[config.mk]
export PLATFORM = sky130hd
export DESIGN_NAME = tga_rle_pixel_decoder_flat
export DESIGN_NICKNAME = d
export VERILOG_FILES = /design/src/sv/tgarle_pkg.sv /design/src/sv/tgarle_ifs.sv /design/src/sv/tgarle_queue.sv /design/src/sv/tgarle_front.sv /design/src/sv/tgarle_back.sv /design/src/sv/tga_rle_pixel_decoder.sv /design/src/flat_wrapper.sv
export SDC_FILE = /design/constraint.sdc
export NUM_CORES = 1
export LEC_CHECK = 0
export BUFFER_PORTS_ARGS = -buffer_cell sky130_fd_sc_hd__buf_2
export CAP_MARGIN = 20
export CORE_UTILIZATION = 64
export DETAILED_ROUTE_END_ITERATION = 6
export PLACE_DENSITY = 0.85
export RECOVER_POWER = 50
export SETUP_SLACK_MARGIN = 0.4
export SLEW_MARGIN = 20
export SYNTH_ARGS = -nofsm -noshare
export SYNTH_HDL_FRONTEND = slang
export SYNTH_SLANG_ARGS = --single-unit
export TNS_END_PERCENT = 1
[constraint.sdc]
create_clock -name clk -period 9.5 [get_ports clk]
set_input_delay 0.475 -clock clk [delete_from_list [all_inputs] [get_ports clk]]
set_output_delay 0.475 -clock clk [all_outputs]
set_load 0.05 [all_outputs]
[src/sv/tgarle_pkg.sv]
`timescale 1ns / 1ps

package tgarle_pkg;

    localparam int unsigned BYTE_W      = 8;
    localparam int unsigned PIX_W       = 32;
    localparam int unsigned RUN_W       = 8;
    localparam int unsigned COUNT_W     = 30;
    localparam int unsigned FMT_W       = 2;
    localparam int unsigned CFG_IDX_W   = 8;
    localparam int unsigned CFG_DATA_W  = 32;
    localparam int unsigned QUEUE_DEPTH = 2;

    // Register indexes on the configuration channel
    localparam logic [CFG_IDX_W-1:0] REG_PIXEL_COUNT  = CFG_IDX_W'(0);
    localparam logic [CFG_IDX_W-1:0] REG_PIXEL_FORMAT = CFG_IDX_W'(1);

    // Pixel formats
    localparam logic [FMT_W-1:0] FMT_GRAY = FMT_W'(0);
    localparam logic [FMT_W-1:0] FMT_RGB  = FMT_W'(1);
    localparam logic [FMT_W-1:0] FMT_RGBA = FMT_W'(2);

    localparam logic [COUNT_W-1:0] COUNT_RESET  = COUNT_W'(1);
    localparam logic [FMT_W-1:0]   FORMAT_RESET = FMT_RGBA;

    // Repeat packet count is header minus this base
    localparam logic [BYTE_W-1:0] REPEAT_BASE = BYTE_W'(127);

    // One completed pixel as handed from front to back
    typedef struct packed {
        logic [PIX_W-1:0] pixel;
        logic [RUN_W-1:0] run;
        logic             packet_ends;
    } pix_evt_t;

    // Restart control from the configuration decoder
    typedef struct packed {
        logic               clear;
        logic [COUNT_W-1:0] count;
    } ctl_t;

    // Index of the last byte of a pixel for a given format
    function automatic logic [1:0] last_byte_idx(input logic [FMT_W-1:0] fmt);
        logic [1:0] idx;
        case (fmt)
            FMT_GRAY: idx = 2'd0;
            FMT_RGB:  idx = 2'd2;
            default:  idx = 2'd3;
        endcase
        return idx;
    endfunction

endpackage

[src/sv/tgarle_ifs.sv]
`timescale 1ns / 1ps

interface tgarle_stream_if;
    logic                            valid;
    logic                            ready;
    logic [tgarle_pkg::BYTE_W-1:0]   stream_byte;

    modport source (output valid, output stream_byte, input ready);
    modport sink   (input valid, input stream_byte, output ready);
endinterface

interface tgarle_pixel_if;
    logic                            valid;
    logic                            ready;
    logic [tgarle_pkg::PIX_W-1:0]    pixel_value;
    logic [tgarle_pkg::RUN_W-1:0]    run_length;
    logic                            image_done;
    logic                            overflow_error;

    modport source (output valid, output pixel_value, output run_length,
                    output image_done, output overflow_error, input ready);
    modport sink   (input valid, input pixel_value, input run_length,
                    input image_done, input overflow_error, output ready);
endinterface

interface tgarle_cfg_if;
    logic                                valid;
    logic                                ready;
    logic [tgarle_pkg::CFG_IDX_W-1:0]    index;
    logic [tgarle_pkg::CFG_DATA_W-1:0]   data;

    modport source (output valid, output index, output data, input ready);
    modport sink   (input valid, input index, input data, output ready);
endinterface

[src/sv/tgarle_queue.sv]
`timescale 1ns / 1ps

module tgarle_queue #(
    parameter int unsigned DEPTH  = tgarle_pkg::QUEUE_DEPTH,
    parameter int unsigned DATA_W = $bits(tgarle_pkg::pix_evt_t)
) (
    input  logic              clk,
    input  logic              rst_n,
    input  logic              clear,
    input  logic              push,
    input  logic [DATA_W-1:0] push_data,
    output logic              space,
    input  logic              pop,
    output logic              pop_valid,
    output logic [DATA_W-1:0] pop_data
);

    localparam int unsigned PTR_W = (DEPTH > 1) ? $clog2(DEPTH) : 1;
    localparam int unsigned CNT_W = $clog2(DEPTH + 1);
    localparam logic [PTR_W-1:0] LAST_PTR  = PTR_W'(DEPTH - 1);
    localparam logic [CNT_W-1:0] FULL_CNT  = CNT_W'(DEPTH);

    logic [DATA_W-1:0] slot_reg [DEPTH];
    logic [PTR_W-1:0]  wr_ptr_reg, wr_ptr_next;
    logic [PTR_W-1:0]  rd_ptr_reg, rd_ptr_next;
    logic [CNT_W-1:0]  count_reg, count_next;
    logic              do_push, do_pop;

    assign space     = (count_reg != FULL_CNT);
    assign pop_valid = (count_reg != '0);
    assign pop_data  = slot_reg[rd_ptr_reg];
    assign do_push   = push && space;
    assign do_pop    = pop && pop_valid;

    always_comb
    begin
        wr_ptr_next = wr_ptr_reg;
        rd_ptr_next = rd_ptr_reg;
        count_next  = count_reg;
        if (clear)
        begin
            wr_ptr_next = '0;
            rd_ptr_next = '0;
            count_next  = '0;
        end
        else
        begin
            if (do_push)
            begin
                wr_ptr_next = (wr_ptr_reg == LAST_PTR) ? '0 : wr_ptr_reg + PTR_W'(1);
            end
            if (do_pop)
            begin
                rd_ptr_next = (rd_ptr_reg == LAST_PTR) ? '0 : rd_ptr_reg + PTR_W'(1);
            end
            if (do_push && !do_pop)
            begin
                count_next = count_reg + CNT_W'(1);
            end
            else if (do_pop && !do_push)
            begin
                count_next = count_reg - CNT_W'(1);
            end
        end
    end

    always_ff @(posedge clk or negedge rst_n)
    begin
        if (!rst_n)
        begin
            wr_ptr_reg <= '0;
            rd_ptr_reg <= '0;
            count_reg  <= '0;
        end
        else
        begin
            wr_ptr_reg <= wr_ptr_next;
            rd_ptr_reg <= rd_ptr_next;
            count_reg  <= count_next;
        end
    end

    always_ff @(posedge clk)
    begin
        if (do_push && !clear)
        begin
            slot_reg[wr_ptr_reg] <= push_data;
        end
    end

    a_count_bound: assert property (@(posedge clk) disable iff (!rst_n)
        count_reg <= FULL_CNT)
        else $error("queue count beyond depth");

    a_full_no_space: assert property (@(posedge clk) disable iff (!rst_n)
        (count_reg == FULL_CNT) |-> !space)
        else $error("queue offers space while full");

endmodule

[src/sv/tgarle_front.sv]
`timescale 1ns / 1ps

module tgarle_front (
    input  logic                              clk,
    input  logic                              rst_n,
    input  logic                              clear,
    input  logic [tgarle_pkg::FMT_W-1:0]      pixel_format,
    tgarle_stream_if.sink                     stream,
    input  logic                              q_space,
    output logic                              q_push,
    output tgarle_pkg::pix_evt_t              q_data
);

    typedef enum logic [1:0] {
        PH_HEADER = 2'b01,
        PH_PIXEL  = 2'b10
    } phase_t;

    phase_t                              phase_reg, phase_next;
    logic [tgarle_pkg::RUN_W-1:0]        rem_reg, rem_next;
    logic                                repeat_reg, repeat_next;
    logic [1:0]                          idx_reg, idx_next;
    logic [tgarle_pkg::PIX_W-1:0]        asm_reg, asm_next;
    logic [tgarle_pkg::PIX_W-1:0]        merged;
    logic                                accept;
    logic                                last_byte;
    logic [tgarle_pkg::BYTE_W-1:0]       b;

    assign stream.ready = q_space;
    assign accept       = stream.valid && q_space;
    assign b            = stream.stream_byte;
    assign last_byte    = (idx_reg == tgarle_pkg::last_byte_idx(pixel_format));

    always_comb
    begin
        merged = asm_reg;
        merged[{idx_reg, 3'b000} +: tgarle_pkg::BYTE_W] = b;
    end

    always_comb
    begin
        q_data.pixel       = merged;
        q_data.run         = repeat_reg ? rem_reg : tgarle_pkg::RUN_W'(1);
        q_data.packet_ends = repeat_reg || (rem_reg <= tgarle_pkg::RUN_W'(1));
        q_push             = accept && !clear && (phase_reg == PH_PIXEL) && last_byte;
    end

    always_comb
    begin
        phase_next  = phase_reg;
        rem_next    = rem_reg;
        repeat_next = repeat_reg;
        idx_next    = idx_reg;
        asm_next    = asm_reg;
        if (clear)
        begin
            phase_next  = PH_HEADER;
            rem_next    = '0;
            repeat_next = 1'b0;
            idx_next    = '0;
            asm_next    = '0;
        end
        else if (accept)
        begin
            case (phase_reg)
                PH_HEADER:
                begin
                    // Top bit set opens a repeat packet
                    repeat_next = b[7];
                    rem_next    = b[7] ? (b - tgarle_pkg::REPEAT_BASE)
                                       : (b + tgarle_pkg::BYTE_W'(1));
                    idx_next    = '0;
                    asm_next    = '0;
                    phase_next  = PH_PIXEL;
                end
                PH_PIXEL:
                begin
                    if (last_byte)
                    begin
                        asm_next = '0;
                        idx_next = '0;
                        if (q_data.packet_ends)
                        begin
                            phase_next = PH_HEADER;
                            rem_next   = '0;
                        end
                        else
                        begin
                            rem_next = rem_reg - tgarle_pkg::RUN_W'(1);
                        end
                    end
                    else
                    begin
                        asm_next = merged;
                        idx_next = idx_reg + 2'd1;
                    end
                end
                default:
                begin
                    phase_next = PH_HEADER;
                end
            endcase
        end
    end

    always_ff @(posedge clk or negedge rst_n)
    begin
        if (!rst_n)
        begin
            phase_reg  <= PH_HEADER;
            rem_reg    <= '0;
            repeat_reg <= 1'b0;
            idx_reg    <= '0;
        end
        else
        begin
            phase_reg  <= phase_next;
            rem_reg    <= rem_next;
            repeat_reg <= repeat_next;
            idx_reg    <= idx_next;
        end
    end

    always_ff @(posedge clk)
    begin
        asm_reg <= asm_next;
    end

    a_idx_in_pixel: assert property (@(posedge clk) disable iff (!rst_n)
        idx_reg <= tgarle_pkg::last_byte_idx(pixel_format))
        else $error("byte index past end of pixel");

endmodule

[src/sv/tgarle_back.sv]
`timescale 1ns / 1ps

module tgarle_back (
    input  logic                     clk,
    input  logic                     rst_n,
    input  tgarle_pkg::ctl_t         ctl,
    input  logic                     q_valid,
    input  tgarle_pkg::pix_evt_t     q_data,
    output logic                     q_pop,
    tgarle_pixel_if.source           pixels
);

    localparam int unsigned COUNT_W = tgarle_pkg::COUNT_W;
    localparam int unsigned RUN_W   = tgarle_pkg::RUN_W;

    logic                          out_valid_reg, out_valid_next;
    logic [tgarle_pkg::PIX_W-1:0]  pixel_reg;
    logic [RUN_W-1:0]              run_reg;
    logic                          done_reg, err_reg;
    logic [COUNT_W-1:0]            remaining_reg, remaining_next;
    logic                          halted_reg, halted_next;
    logic                          out_free, load;
    logic [COUNT_W-1:0]            run_wide;
    logic                          run_gt, run_eq;
    logic [RUN_W-1:0]              emit_run;
    logic                          done, err;

    assign out_free = !out_valid_reg || pixels.ready;
    // Drop words once halted; otherwise move one word when the output frees
    assign q_pop    = q_valid && !ctl.clear && (halted_reg || out_free);
    assign load     = q_valid && !ctl.clear && !halted_reg && out_free;

    assign run_wide = COUNT_W'(q_data.run);
    assign run_gt   = run_wide > remaining_reg;
    assign run_eq   = run_wide == remaining_reg;
    assign emit_run = run_gt ? remaining_reg[RUN_W-1:0] : q_data.run;
    assign done     = run_eq && q_data.packet_ends;
    assign err      = run_gt || (run_eq && !q_data.packet_ends);

    assign pixels.valid          = out_valid_reg;
    assign pixels.pixel_value    = pixel_reg;
    assign pixels.run_length     = run_reg;
    assign pixels.image_done     = done_reg;
    assign pixels.overflow_error = err_reg;

    always_comb
    begin
        out_valid_next = out_valid_reg;
        remaining_next = remaining_reg;
        halted_next    = halted_reg;
        if (ctl.clear)
        begin
            out_valid_next = 1'b0;
            remaining_next = ctl.count;
            halted_next    = 1'b0;
        end
        else
        begin
            if (load)
            begin
                out_valid_next = 1'b1;
                remaining_next = remaining_reg - COUNT_W'(emit_run);
                halted_next    = done || err;
            end
            else if (pixels.ready)
            begin
                out_valid_next = 1'b0;
            end
        end
    end

    always_ff @(posedge clk or negedge rst_n)
    begin
        if (!rst_n)
        begin
            out_valid_reg <= 1'b0;
            remaining_reg <= tgarle_pkg::COUNT_RESET;
            halted_reg    <= 1'b0;
        end
        else
        begin
            out_valid_reg <= out_valid_next;
            remaining_reg <= remaining_next;
            halted_reg    <= halted_next;
        end
    end

    always_ff @(posedge clk)
    begin
        if (load)
        begin
            pixel_reg <= q_data.pixel;
            run_reg   <= emit_run;
            done_reg  <= done;
            err_reg   <= err;
        end
    end

    a_done_xor_err: assert property (@(posedge clk) disable iff (!rst_n)
        out_valid_reg |-> !(done_reg && err_reg))
        else $error("pixel word flags both done and overflow");

    a_halt_no_load: assert property (@(posedge clk) disable iff (!rst_n)
        halted_reg |-> !load)
        else $error("pixel word loaded after halt");

    a_zero_run_is_err: assert property (@(posedge clk) disable iff (!rst_n)
        (out_valid_reg && (run_reg == '0)) |-> err_reg)
        else $error("zero run length without overflow");

endmodule

[src/sv/tga_rle_pixel_decoder.sv]
`timescale 1ns / 1ps

// TGA run-length pixel stream decoder.
// stream: one encoded byte per word (valid/ready). A header byte below 128
//   opens a raw packet of header+1 pixels, 128 and above a repeat packet of
//   header-127 copies of a single pixel. Pixels are 1, 3 or 4 bytes.
// pixels: one word per completed pixel carrying the pixel bytes (first byte
//   in bits 7:0), its run length, and the image_done / overflow_error flags.
//   Runs are reported, never expanded.
// cfg: register writes (0 pixel_count, 1 pixel_format), always ready. A
//   write to a known register restarts decoding; write only while idle.
// Throughput: one stream byte per cycle while the queue has space. A pixel
//   word passes through a queue slot, which captures it when its last byte is
//   taken, and then the back stage output register, which loads it once free.
// The front and back are split by a short queue; when the pixels receiver
//   stalls, the queue fills and stream ready drops only once it is full.
// After image_done or overflow_error every byte is accepted and dropped
//   until reset or a write to a known configuration register.
// Reset: pixel_count 1, pixel_format RGBA, decoder waiting for a header.
module tga_rle_pixel_decoder #(
    parameter int unsigned QUEUE_DEPTH = tgarle_pkg::QUEUE_DEPTH
) (
    input  logic            clk,
    input  logic            rst_n,
    tgarle_stream_if.sink   stream,
    tgarle_pixel_if.source  pixels,
    tgarle_cfg_if.sink      cfg
);

    logic [tgarle_pkg::COUNT_W-1:0] pixel_count_reg, pixel_count_next;
    logic [tgarle_pkg::FMT_W-1:0]   pixel_format_reg, pixel_format_next;
    tgarle_pkg::ctl_t               ctl;
    logic                           cfg_write;

    logic                           q_space, q_push, q_pop, q_valid;
    tgarle_pkg::pix_evt_t           push_evt, pop_evt;

    assign cfg.ready = 1'b1;
    assign cfg_write = cfg.valid;

    // Decode register writes; an unknown index does nothing
    always_comb
    begin
        pixel_count_next  = pixel_count_reg;
        pixel_format_next = pixel_format_reg;
        ctl.clear         = 1'b0;
        if (cfg_write)
        begin
            case (cfg.index)
                tgarle_pkg::REG_PIXEL_COUNT:
                begin
                    pixel_count_next = cfg.data[tgarle_pkg::COUNT_W-1:0];
                    ctl.clear        = 1'b1;
                end
                tgarle_pkg::REG_PIXEL_FORMAT:
                begin
                    pixel_format_next = cfg.data[tgarle_pkg::FMT_W-1:0];
                    ctl.clear         = 1'b1;
                end
                default:
                begin
                    ctl.clear = 1'b0;
                end
            endcase
        end
        // Hand the back stage the count that takes effect with this write
        ctl.count = pixel_count_next;
    end

    always_ff @(posedge clk or negedge rst_n)
    begin
        if (!rst_n)
        begin
            pixel_count_reg  <= tgarle_pkg::COUNT_RESET;
            pixel_format_reg <= tgarle_pkg::FORMAT_RESET;
        end
        else
        begin
            pixel_count_reg  <= pixel_count_next;
            pixel_format_reg <= pixel_format_next;
        end
    end

    // Front: take bytes, parse headers, assemble pixels
    tgarle_front u_front (
        .clk          (clk),
        .rst_n        (rst_n),
        .clear        (ctl.clear),
        .pixel_format (pixel_format_reg),
        .stream       (stream),
        .q_space      (q_space),
        .q_push       (q_push),
        .q_data       (push_evt)
    );

    // Queue of completed pixels between front and back
    tgarle_queue #(
        .DEPTH  (QUEUE_DEPTH),
        .DATA_W ($bits(tgarle_pkg::pix_evt_t))
    ) u_queue (
        .clk       (clk),
        .rst_n     (rst_n),
        .clear     (ctl.clear),
        .push      (q_push),
        .push_data (push_evt),
        .space     (q_space),
        .pop       (q_pop),
        .pop_valid (q_valid),
        .pop_data  (pop_evt)
    );

    // Back: clip runs to the pixels still missing, flag end, drive output
    tgarle_back u_back (
        .clk     (clk),
        .rst_n   (rst_n),
        .ctl     (ctl),
        .q_valid (q_valid),
        .q_data  (pop_evt),
        .q_pop   (q_pop),
        .pixels  (pixels)
    );

endmodule
[src/flat_wrapper.sv]
// flat-port wrapper written by rule: the top's interface ports become plain ports
module tga_rle_pixel_decoder_flat 
#(
    parameter int unsigned QUEUE_DEPTH = tgarle_pkg::QUEUE_DEPTH
)
  (clk, rst_n, stream_valid, stream_stream_byte, stream_ready, pixels_valid, pixels_pixel_value, pixels_run_length, pixels_image_done, pixels_overflow_error, pixels_ready, cfg_valid, cfg_index, cfg_data, cfg_ready);
  tgarle_stream_if stream_i ();
  tgarle_pixel_if pixels_i ();
  tgarle_cfg_if cfg_i ();
  input  logic clk;
  input  logic rst_n;
  input wire logic [$bits(stream_i.valid)-1:0] stream_valid;
  input wire logic [$bits(stream_i.stream_byte)-1:0] stream_stream_byte;
  output wire logic [$bits(stream_i.ready)-1:0] stream_ready;
  output wire logic [$bits(pixels_i.valid)-1:0] pixels_valid;
  output wire logic [$bits(pixels_i.pixel_value)-1:0] pixels_pixel_value;
  output wire logic [$bits(pixels_i.run_length)-1:0] pixels_run_length;
  output wire logic [$bits(pixels_i.image_done)-1:0] pixels_image_done;
  output wire logic [$bits(pixels_i.overflow_error)-1:0] pixels_overflow_error;
  input wire logic [$bits(pixels_i.ready)-1:0] pixels_ready;
  input wire logic [$bits(cfg_i.valid)-1:0] cfg_valid;
  input wire logic [$bits(cfg_i.index)-1:0] cfg_index;
  input wire logic [$bits(cfg_i.data)-1:0] cfg_data;
  output wire logic [$bits(cfg_i.ready)-1:0] cfg_ready;
  assign stream_i.valid = stream_valid;
  assign stream_i.stream_byte = stream_stream_byte;
  assign stream_ready = stream_i.ready;
  assign pixels_valid = pixels_i.valid;
  assign pixels_pixel_value = pixels_i.pixel_value;
  assign pixels_run_length = pixels_i.run_length;
  assign pixels_image_done = pixels_i.image_done;
  assign pixels_overflow_error = pixels_i.overflow_error;
  assign pixels_i.ready = pixels_ready;
  assign cfg_i.valid = cfg_valid;
  assign cfg_i.index = cfg_index;
  assign cfg_i.data = cfg_data;
  assign cfg_ready = cfg_i.ready;
  tga_rle_pixel_decoder #(.QUEUE_DEPTH(QUEUE_DEPTH)) u_core (.clk(clk), .rst_n(rst_n), .stream(stream_i), .pixels(pixels_i), .cfg(cfg_i));
endmodule
Word-level counts from Yosys, hierarchy flattened --
Memories as Yosys holds them, arrays and structs flattened. Index checks and enable logic that the tools add are counted.
Storage, ports and cells: bits in registers 155, latch bits 0, memory bits (writable) 82, bits in read-only memories 0, bits of input ports 53, output and inout port bits 45, memories kept 1
Memory list:
- u_core.u_queue.slot_reg | words 2, bits a word 41, read ports 1, clocked after Yosys merged registers in 0, wr ports 1, RTL line tgarle_queue.sv:23 | logic [DATA_W-1:0] slot_reg [DEPTH];
Operators by class: add/subtract/negate cells 10, multiply operators 0, div/mod/pow operators 0, magnitude comparators 2, equality and inequality tests 9, shifts and indexed selects 2, mux-type cells 46, bitwise logic cells 0, reduce and logical (&&, ||, !) cells 45
Operators with widths (count):
- 30-bit two-way mux | 4
- 32-bit one-hot mux with 2 select lines | 1
- 8-bit two-way mux | 7
- 32-bit bitwise mux | 1
- 32-bit two-way mux | 1
- 8-bit by 7-bit variable shift with 32-bit output, first input constant | 1
- 8-bit by 7-bit variable part select with 32-bit output | 1
- 8-bit by 30-bit == test with 1-bit output | 1
- 8-bit by 30-bit > comparator with 1-bit output | 1
- 30-bit by 8-bit subtractor with 30-bit output | 1
- 2-bit two-way mux | 10
- 1-bit two-way mux | 18
- 8-bit one-hot mux with 2 select lines | 1
- 1-bit logical AND | 15
- 2-bit nonzero test | 7
- 2-bit one-hot mux with 2 select lines | 3
- 3-bit nonzero test | 3
- 8-bit by 1-bit adder with 8-bit output, second input constant | 1
- 8-bit by 1-bit == test with 1-bit output, second input constant | 1
- 8-bit by 1-bit <= comparator with 1-bit output, second input constant | 1
- 8-bit zero test | 1
- 2-bit AND reduction | 4
- 8-bit by 1-bit subtractor with 8-bit output, second input constant | 1
- 8-bit by 7-bit subtractor with 8-bit output, second input constant | 1
- 14 further kinds | 28

Longest topological paths before layout --
word-level depth 14, mapped depth 19, mapped depth without buffers 14

Cells and area by module --
A second synthesis with hierarchy kept.
Second synthesis, totals: cell total of the unflattened synthesis 955, area total of the unflattened synthesis 11227.0 sq um
By module, submodules not included:
- tgarle_back | instances 1, cells an instance 371, area an instance 4026.4 sq um, sequential area each 2063.2 sq um
- tgarle_queue | instances 1, cells an instance 154, area an instance 3180.6 sq um, sequential area each 2562.5 sq um
- tgarle_front | instances 1, cells an instance 355, area an instance 2743.9 sq um, sequential area each 967.2 sq um
- tga_rle_pixel_decoder | instances 1, cells an instance 75, area an instance 1276.2 sq um, sequential area each 803.3 sq um

Worst setup path after synthesis --
No wires, ideal clock.
path type register -> register, start reg u_core.u_queue.rd_ptr_reg, end reg u_core.u_back.remaining_reg[26], library setup time 0.124 ns, arrival time 4.486 ns, required time 9.376 ns, setup slack 4.890 ns, stages on the path, launching flop included 20, period minus slack after synthesis 4.610 ns, path through dfrtp_1 clkbuf_1 buf_1 mux2_2 ha_1 and4_1 o21ai_0 a21oi_1 o211ai_2 buf_4 mux2i_1 ha_1 fa_1 nand2b_1 a21o_1 a21oi_1 clkbuf_1 clkbuf_1 nor4_1 o31a_1
On the way: cells in the longest elaborated chain, start to end 6
Ends and longest elaborated chain:
- start, declared | RTL line tgarle_queue.sv:25 | logic [PTR_W-1:0] rd_ptr_reg, rd_ptr_next;
- start signal, assigned | RTL line tgarle_queue.sv:78 | rd_ptr_reg <= rd_ptr_next;
- memory read 2 x 41 bit *
- 8-bit by 30-bit > comparator with 1-bit output | RTL line tgarle_back.sv:34 | assign run_gt = run_wide > remaining_reg;
- 8-bit two-way mux * | RTL line tgarle_back.sv:36 | assign emit_run = run_gt ? remaining_reg[RUN_W-1:0] : q_data.run;
- net u_core.u_back.emit_run[0] | RTL line tgarle_back.sv:25 | logic [RUN_W-1:0] emit_run;
- 30-bit by 8-bit subtractor with 30-bit output * | RTL line tgarle_back.sv:62 | remaining_next = remaining_reg - COUNT_W'(emit_run);
- 30-bit two-way mux * | RTL line tgarle_back.sv:59 | if (load)
- 30-bit two-way mux * | RTL line tgarle_back.sv:51 | if (ctl.clear)
- end signal, assigned | RTL line tgarle_back.sv:77 | remaining_reg <= tgarle_pkg::COUNT_RESET;
- end signal, assigned | RTL line tgarle_back.sv:83 | remaining_reg <= remaining_next;
- end, declared | RTL line tgarle_back.sv:20 | logic [COUNT_W-1:0] remaining_reg, remaining_next;
The timed path passes the listed nets; every way through them passes the cells marked *. The select of a mux whose other input is x is not followed. A chain may end at the register's enable or synchronous reset.

Final worst setup path --
start reg u_core.u_queue.rd_ptr_reg, end reg u_core.u_back.remaining_reg[10]
On the way: cells in the longest elaborated chain, start to end 6
Ends and longest elaborated chain (RTL line):
- memory read 2 x 41 bit *
- 8-bit by 30-bit > comparator with 1-bit output | tgarle_back.sv:34
- 8-bit two-way mux * | tgarle_back.sv:36
- 30-bit by 8-bit subtractor with 30-bit output * | tgarle_back.sv:62
- 30-bit two-way mux * | tgarle_back.sv:59
- 30-bit two-way mux * | tgarle_back.sv:51
Mark *: on every way between the ends. The rest lies on a longest branch, timed or not. The select of a mux whose other input is x is not followed.

==> impl_metrics.tcl <==
set metrics [dict create \
    start_util 0.651 \
    hp-class "input pin to flip-flop" \
    post-dp-hpwl_um 15600 \
    peakVddDrop_mv 0.212 \
    synth.top_cell.area_share 0.332 \
    cts_resized 0 \
    final_layout_size_suffix_gt1_frac 0.178 \
    syn2layout_area_growth_pct 12.8 \
    hold_violations 0 \
    clockBufferDepth 3 \
    skew_ns 0.0238 \
    worstPathArrival_ns 6.76 \
    wl_per_cell_um 19.1 \
    cp_slowest_cell "clkbuf_1" \
    powerDensity_nw_per_um2 305 \
    num_antenna_cells 0 \
    synth_top_family_by_area "compound AO/OA/AOI/OAI gates" \
    crit_chain "clkbuf_1, mux2_2, ha_1, and4_1, o21ai_0, a21oi_1, o211ai_2, mux2i_1, ha_1, nor2_1, and3_1, nand2_1, o41ai_1, a31oi_1" \
    slowest_delay_ns 1.19 \
    grt-ovfl-total 0 \
    reg2reg_from "u_core.u_queue.rd_ptr_reg" \
    largest_register_ffs 82 \
    min_period_ns 6.51 \
    leakagePower_uw 0.00491 \
    core_um2 17200 \
    cts_tree "built" \
    die_w_um 134 \
    synth_area_leader_cell "edfxtp_1" \
    syn-instance-count 980 \
    final_antenna_net_count 0 \
    clkTransAtPathRegs_ns 0.07 \
    dieArea_um2 18100 \
    p_total_uw 3860 \
    portBuffers 94 \
    async_flop_share 0.342 \
    worstSetupPathType "flip-flop to flip-flop" \
    synthSimpleGateAreaFrac 0.124 \
    dr_total_vias 8088 \
    critPathRequiredTime_ns 9.75 \
    avgSynthCellArea_um2 11.5 \
    relSlewSlack -1.46 \
    cts-root-buf "clkbuf_16" \
    ys.flop_type "edfxtp_1" \
    fin_nets 1139 \
    boundaryPins 98 \
    min_from "cfg_data[28]" \
    critical_path.top_delay_family "compound AO/OA/AOI/OAI gates" \
    endpoint_kind "flip-flop" \
    critPathMaxFanout 25 \
    gp_congestion 0.858 \
    cts.sinks 237 \
    totalWireLength_um 24900 \
    fmaxAchievable_ghz 0.154 \
    rsz0062_at_grt "no" \
    yosysSeqAreaShare 0.570 \
    route.detailed.drc 0 \
    crit_top_cell "ha_1" \
    setup-tns-final_ns 0 \
    status "complete, but fails checks" \
    dpl_cell_area_um2 11900 \
    viasPerCell 6.22 \
    path_buf_inv 1 \
    drt_pass1_iterations 5 \
    grt_pass1_wl_um 40000 \
    setup_violations 0 \
    synth_compound_area_frac 0.126 \
    first_global_vias 8173 \
    numCtsBuffers 24 \
    h-tree-depth 1 \
    startpoint_type "flip-flop" \
    final_cell_mix "124 x edfxtp_1, 77 x dfrtp_1, 74 x nor2_1" \
    synth_area_um2 11200 \
    synth.distinct_cells 64 \
    synthXorXnorAreaFrac 0.00936 \
    fin_area_um2 12700 \
    cp-startpoint "u_core.u_queue.rd_ptr_reg" \
    dieHeight_um 134 \
    num_rows 48 \
    holdWs_ns 0.185 \
    fill_cells 1126 \
    synth_edf_count 124 \
    postCtsHoldBufs 1 \
    synthesis.nets 1061 \
    antenna_found_initial 1 \
    post-route-util 0.734 \
    fin_crit_sh 0.685 \
    synthAdderAreaFrac 0.0319 \
    tightestPinTransition_ns 3.68 \
    failed_checks "capacitance limit, slew limit" \
    cts_setup_buffers 0 \
    synth-seq-cells 237 \
    mostFrequentLayoutCell "edfxtp_1" \
    drv_cap 5 \
    synth_area_leaders "edfxtp_1 33%, dfrtp_1 17%, mux2_2 7.8%" \
    synth.area.mux_share 0.0997 \
    track_usage 0.283 \
    grt_max_degree 68 \
    drv_slew 249 \
    yosys_warnings 0 \
    clkLatencyLatePin_ns 0.53 \
    first_iter_violations 597 \
]
## path summary, 6_finish.rpt
kind / slack [ns] / endpoint / depth (start not counted)
setup / recovery: 2.99 / u_core.u_back.remaining_reg[10] / 14
hold / removal: 0.19 / u_core.pixel_count_reg[28] / 2
setup reg to reg: 2.99 / u_core.u_back.remaining_reg[10] / 14
hold reg to reg: 0.51 / u_core.pixel_count_reg[15] / 1
max in group asynchronous: 4.85 / u_core.u_back.remaining_reg[2] / 3
min in group asynchronous: 0.65 / u_core.pixel_count_reg[3] / 2
## per-layer routing
| metal | vias to the layer above | GRT usage | share of wire |
|---|---|---|---|
| li1 | 3770 | - | - |
| met1 | 3910 | 0.346 | 0.40 |
| met2 | 330 | 0.495 | 0.50 |
| met3 | 78 | 0.0435 | 0.059 |
| met4 | 0 | 0.132 | 0.038 |
| met5 | - | 0 | 0 |
## cell families after synthesis
group / Yosys count
buffers and inverters: 115
xor gates and xnor gates: 12
adders and majority gates: 28
AOI/OAI and AO/OA: 216
muxes: 102
and+or+nand+nor: 269
other: 1
DFF: 237
## cell type report
class | count | area, um2 | share of cell area
Sequential cell | 237 | 6400 | 0.505
Multi-Input combinational cell | 628 | 4410 | 0.348
Clock buffer | 28 | 626 | 0.0494
Timing Repair Buffer | 109 | 503 | 0.0397
Tap cell | 225 | 282 | 0.0222
Clock inverter | 16 | 223 | 0.0176
Inverter | 58 | 218 | 0.0172
## synthesized netlist by cell type (all sizes together) (5+ instances only)
cell type,number
a31oi,21
edfxtp,124
nand3,10
ha,27
mux2i,24
and2,12
nand4,9
nand2,68
o31ai,12
inv,58
or4,10
buf,10
o21ai,57
a21o,5
a211oi,21
or3,16
nor2b,21
o211ai,9
o31a,5
a21oi,32
clkbuf,47
nand2b,5
xor2,6
nor3,12
nor2,74
a22oi,32
dfrtp,77
nor4,7
mux2,78
dfxtp,32
o41ai,6
xnor2,6
## power by group
group,internal [uW],total (uW),switching (uW)
combinational,411,1350,942
sequential,1340,1500,156
clock,610,1010,397
total,2370,3860,1490
## through the flow
step / cells / worst slack [ns]
global route: 1301 / 2.57
CTS: 1301 / 3.86
global placement: 1256 / 4.07
detailed placement: 1256 / 3.99
floorplan: 980 / 4.89
finish: 1301 / 2.99
(Power assumes the default switching activity.)
